**src/rtl/cah_pkg.sv**
```systemverilog
// ----------------------------------------------------------------------------
// cah_pkg - shared definitions for the cascaded average history
// Widths, default ring sizes and operation codes used by every file.
// ----------------------------------------------------------------------------
package cah_pkg;

	localparam int NUM_LEVELS = 4;
	localparam int LVL_W      = 2;
	localparam int MAX_SIZE   = 128;
	localparam int POS_W      = $clog2(MAX_SIZE);
	localparam int SIZE_W     = POS_W + 1;
	localparam int WORD_W     = 16;
	localparam int SUM_W      = WORD_W + POS_W;
	localparam int ADDR_W     = LVL_W + POS_W;
	localparam int AGE_W      = 7;

	localparam int DEF_SIZE_LEVEL0 = 60;
	localparam int DEF_SIZE_LEVEL1 = 60;
	localparam int DEF_SIZE_LEVEL2 = 24;
	localparam int DEF_SIZE_LEVEL3 = 100;
	localparam int DEF_SAMPLE_BITS = 16;

	// operation and result kind codes
	localparam logic OP_ADD     = 1'b0;
	localparam logic OP_READ    = 1'b1;
	localparam logic KIND_WRITE = 1'b0;
	localparam logic KIND_READ  = 1'b1;

	localparam logic [LVL_W-1:0] LAST_LEVEL = LVL_W'(NUM_LEVELS - 1);

endpackage

```
**src/rtl/cah_div.sv**
```systemverilog
// ----------------------------------------------------------------------------
// cah_div - shared reciprocal divider
// Divides a level's running sum by its ring size with one multiply by a
// per-level reciprocal: a load step, then a multiply step.
// ----------------------------------------------------------------------------
module cah_div
	import cah_pkg::*;
#(
	parameter int SIZE_LEVEL0 = DEF_SIZE_LEVEL0,
	parameter int SIZE_LEVEL1 = DEF_SIZE_LEVEL1,
	parameter int SIZE_LEVEL2 = DEF_SIZE_LEVEL2,
	parameter int SIZE_LEVEL3 = DEF_SIZE_LEVEL3
)
(
	input  logic              clk,
	input  logic              arst_n,
	input  logic              start,
	input  logic [LVL_W-1:0]  lvl,
	input  logic [SUM_W-1:0]  dividend,
	output logic              done,
	output logic [WORD_W-1:0] quotient
);

	localparam int RECIP_W = SUM_W + 1;
	localparam int PROD_W  = SUM_W + RECIP_W;
	localparam int SHIFT_W = $clog2(POS_W + 1);

	// ceil(2^(SUM_W + sh) / size); with sh = clog2(size) the floor of
	// dividend * recip >> (SUM_W + sh) is exact for every SUM_W-bit dividend
	function automatic logic [RECIP_W-1:0] recip_of(input int size, input int sh);
		logic [63:0] num;
		num = 64'd1 << (SUM_W + sh);
		return RECIP_W'((num + 64'(size) - 64'd1) / 64'(size));
	endfunction

	localparam logic [SHIFT_W-1:0] SHIFTS [NUM_LEVELS] = '{
		SHIFT_W'($clog2(SIZE_LEVEL0)), SHIFT_W'($clog2(SIZE_LEVEL1)),
		SHIFT_W'($clog2(SIZE_LEVEL2)), SHIFT_W'($clog2(SIZE_LEVEL3))
	};
	localparam logic [RECIP_W-1:0] RECIPS [NUM_LEVELS] = '{
		recip_of(SIZE_LEVEL0, $clog2(SIZE_LEVEL0)),
		recip_of(SIZE_LEVEL1, $clog2(SIZE_LEVEL1)),
		recip_of(SIZE_LEVEL2, $clog2(SIZE_LEVEL2)),
		recip_of(SIZE_LEVEL3, $clog2(SIZE_LEVEL3))
	};

	logic               run_q;
	logic               done_q;
	logic [SUM_W-1:0]   dvd_q;
	logic [RECIP_W-1:0] rcp_q;
	logic [SHIFT_W-1:0] sh_q;
	logic [PROD_W-1:0]  prod_q;
	logic [RECIP_W-1:0] prod_hi;
	logic [RECIP_W-1:0] shifted;

	// load the operands, then multiply by the level's reciprocal
	always_ff @(posedge clk or negedge arst_n) begin
		if (!arst_n) begin
			run_q  <= 1'b0;
			done_q <= 1'b0;
			dvd_q  <= '0;
			rcp_q  <= '0;
			sh_q   <= '0;
			prod_q <= '0;
		end else begin
			run_q  <= start;
			done_q <= run_q;
			if (start) begin
				dvd_q <= dividend;
				rcp_q <= RECIPS[lvl];
				sh_q  <= SHIFTS[lvl];
			end
			if (run_q) begin
				prod_q <= {{RECIP_W{1'b0}}, dvd_q} * {{SUM_W{1'b0}}, rcp_q};
			end
		end
	end

	// drop the fraction bits; the mean never exceeds one word
	assign prod_hi  = prod_q[PROD_W-1:SUM_W];
	assign shifted  = prod_hi >> sh_q;
	assign done     = done_q;
	assign quotient = shifted[WORD_W-1:0];

endmodule

```
**config.mk**
```make
export PLATFORM = sky130hd
export DESIGN_NAME = cah_div
export DESIGN_NICKNAME = d
export VERILOG_FILES = /design/src/rtl/cah_pkg.sv /design/src/rtl/cah_div.sv
export SDC_FILE = /design/constraint.sdc
export NUM_CORES = 1
export LEC_CHECK = 0
export BUFFER_PORTS_ARGS = -buffer_cell sky130_fd_sc_hd__buf_2
export CAP_MARGIN = 20
export CORE_MARGIN = 5
export CORE_UTILIZATION = 40
export CTS_CLUSTER_DIAMETER = 100
export DETAILED_ROUTE_END_ITERATION = 16
export MAX_ROUTING_LAYER = met4
export PLACE_DENSITY_LB_ADDON = 0.08
export SLEW_MARGIN = 20
export SYNTH_ARGS = -nofsm -noshare
export SYNTH_HDL_FRONTEND = slang
export SYNTH_SLANG_ARGS = --single-unit
```
**constraint.sdc**
```tcl
create_clock -name clk -period 19.6 [get_ports clk]
set_clock_uncertainty 0.1 [all_clocks]
set_input_delay 2.94 -clock clk [delete_from_list [all_inputs] [get_ports clk]]
set_output_delay 2.94 -clock clk [all_outputs]
set_load 0.005 [all_outputs]
```
==> results.py <==
metrics = {
    "place": {
        "dp_hpwl_mm": 43.1,
        "gp_congestion": 0.950,
        "portBuffers": 44,
    },
    "drt": {
        "wl_mm": 48.8,
        "via_per_inst": 5.03,
        "drt_iter0_drc": 636,
        "met1Wirelength_mm": 23.7,
        "drcViolationCount": 0,
        "vias": 11202,
        "dr.pass1.iters": 5,
        "wl_met3_mm": 2.65,
        "wl_met2_mm": 22.0,
        "highest_layer": "met4",
        "antenna_left": 0,
        "wire_per_inst_microns": 21.9,
    },
    "synthesis": {
        "yosysWarningCount": 0,
        "ys_seq_area_frac": 0.0838,
        "syn-instance-count": 1680,
        "yosys-top-cells-area": "fa_1, ha_1, inv_1",
        "synth_edf_count": 0,
        "synthFlopType": "dfrtp_1",
        "synthArstFlopShare": 1.00,
        "syn_area_per_cell_sq_um": 9.60,
        "synth_commonest_cells": "inv_1, fa_1, ha_1",
        "syn_area_sq_um": 16100,
        "synth_top_area_frac": 0.389,
        "ys_seq_elements": 54,
        "synth_nets": 2261,
        "yosysTopAreaCell": "fa_1",
        "ys_types": 66,
        "synth.most_common_cell": "inv_1",
    },
    "worst_setup_path": {
        "worstPathArrival_ps": 7690,
        "slowest_delay_ps": 1070,
        "crit_required_ps": 19740,
        "crit_type": "flop to flop",
        "path_cells": "nand2_1 -> fa_1 -> inv_1 -> fa_1 -> inv_1 -> fa_1 -> fa_1 -> inv_1 -> fa_1 -> fa_1 -> inv_1 -> fa_1 -> inv_1 -> ha_1 -> nand3_1 -> nor4_1 -> a2111oi_4 -> o31ai_1 -> xor2_1 -> mux2_2",
        "critPathCaptureType": "flop",
        "cp-start-kind": "flop",
        "path_max_fanout": 24,
        "crit_path_frequent_cell": "fa_1",
        "critical-path-slowest-cell": "dfrtp_1",
    },
    "global_route": {
        "overflow": 0,
        "gr-usage-all-layers": 0.236,
        "grt_max_degree": 55,
        "grt_antenna_before_repair": 0,
        "grt_pass1_wl_mm": 76.5,
        "grt_pass1_vias": 12538,
    },
    "timing": {
        "grt_setup_unrepaired": "no",
        "fmax_mhz": 132,
        "setup_tns_ps": 0,
        "fin_crit_ps": 7550,
        "maxSlewHeadroom": 0.267,
        "setup_viol": 0,
        "finalMaxSlewViolations": 0,
        "worstMarginPinSlew_ps": 1100,
        "fin_crit_sh": 0.385,
        "hold_violations": 0,
    },
    "cts": {
        "cts-root-buf": "clkbuf_16",
        "cts_sinks": 54,
        "clock_path_buffers": 2,
        "clkLatencyLatePin_ps": 350,
        "cts_tree": "built",
        "cts-hold-fix-buffers": 0,
        "post_cts_resized": 0,
        "cts_buffers": 5,
        "post_cts_buffers": 0,
        "clkTransAtPathRegs_ps": 110,
        "cts.htree.levels": 2,
    },
    "floorplanning": {
        "ioPinCount": 45,
        "die-area_sq_um": 44400,
        "initial_core_util": 0.405,
        "core_sq_um": 39800,
        "placementRows": 73,
        "die_w_microns": 211,
        "die_y_microns": 211,
    },
    "cells_and_area": {
        "area_growth_pct": 5.86,
        "final_net_count": 2284,
        "drive_gt1_frac": 0.0710,
        "nFillCells": 4096,
        "insertedDiodeCount": 0,
    },
    "status": {
        "run_status": "complete, no violations",
    },
    "worst_hold_path": {
        "hold_class": "flop to flop",
    },
    "job": {
        "maxCapViolations": 0,
    },
}
-- state kept, by name, summed over array words and instances, names as in the netlist --
name,flops
prod_q,23
done,1
run_q,1
sh_q,2
rcp_q,4
dvd_q,23
-- area by class of cell --
class	count	area, sq um	area share
inverter	495	1860	0.109
timing repair buffer	50	265	0.0155
sequential	54	1350	0.0792
clock inverter	3	28.8	0.00169
multi-input combinational	1097	12800	0.749
clock buffer	5	125	0.00733
tap	525	657	0.0385
-- worst max-delay path: cells and delay by family (launching register included) --
| kind | cells | cell delay, ps |
|---|---|---|
| buf+inv | 5 | 270 |
| compound gates | 2 | 530 |
| simple gates | 3 | 1040 |
| xor+xnor | 1 | 100 |
| mux | 1 | 270 |
| flops | 1 | 1070 |
| fa+ha+maj | 8 | 4020 |
-- worst paths after layout --
path                       depth (start not counted)  slack [ps]        from          to
hold reg to reg                                    1         420  prod_q[23]  prod_q[23]
hold / removal                                     1         420  prod_q[23]  prod_q[23]
max in group asynchronous                          2       16090      arst_n     sh_q[0]
setup / recovery                                  20       12050   rcp_q[19]  prod_q[31]
setup reg to reg                                  20       12050   rcp_q[19]  prod_q[31]
min in group asynchronous                          2        2640      arst_n    dvd_q[9]
-- cells by family (layout without fill, tap and decap cells) --
logic type / Yosys count / count (layout) / share of synthesized area
adders and majority gates: 553 / 553 / 0.575
buffers and inverters: 529 / 553 / 0.123
and+or+nand+nor: 287 / 287 / 0.0862
AOI/OAI and AO/OA: 170 / 170 / 0.0717
muxes: 61 / 61 / 0.0458
DFF: 54 / 54 / 0.0838
xor gates and xnor gates: 26 / 26 / 0.0141
-- metrics by stage --
stage	util	hold slack (ps)	std cells	cell area, sq um	setup WS (ps)
3_5_place_dp	0.425	381	2221	16900	12070
5_1_grt	0.429	456	2229	17100	11670
6_report	0.429	416	2229	17100	12050
3_3_place_gp	0.425	397	2221	16900	12090
2_1_floorplan	-	252	1680	16100	12820
4_1_cts	0.429	422	2229	17100	12020
-- per-layer routing --
layer  track usage  vias to the layer above
met5             -                        -
met4        0.0340                        0
met3        0.0342                       24
met2         0.362                      285
met1         0.343                     5641
li1              -                     5252
-- placed cells by master, fill, tap and decap left out, types with 6 or more instances in the layout --
cell	Yosys	final
mux4_2	6	6
mux2i_1	13	13
nand4_1	9	9
ha_1	240	240
and2_1	47	47
xor2_1	13	13
nand2_1	130	130
dfrtp_1	54	53
nand3_1	18	18
buf_2	3	44
o21ai_0	28	28
a21oi_1	50	50
nor2_1	38	38
o21a_1	9	9
mux2_2	42	42
o211ai_1	9	9
o21bai_1	11	11
nor3_1	13	13
xnor2_1	13	13
buf_4	0	6
inv_1	494	494
fa_1	313	313
o31ai_1	7	7
a21o_1	15	15
Power is not shown: default switching activity piles up to over one toggle a cycle in this logic, so the estimate is an artifact.
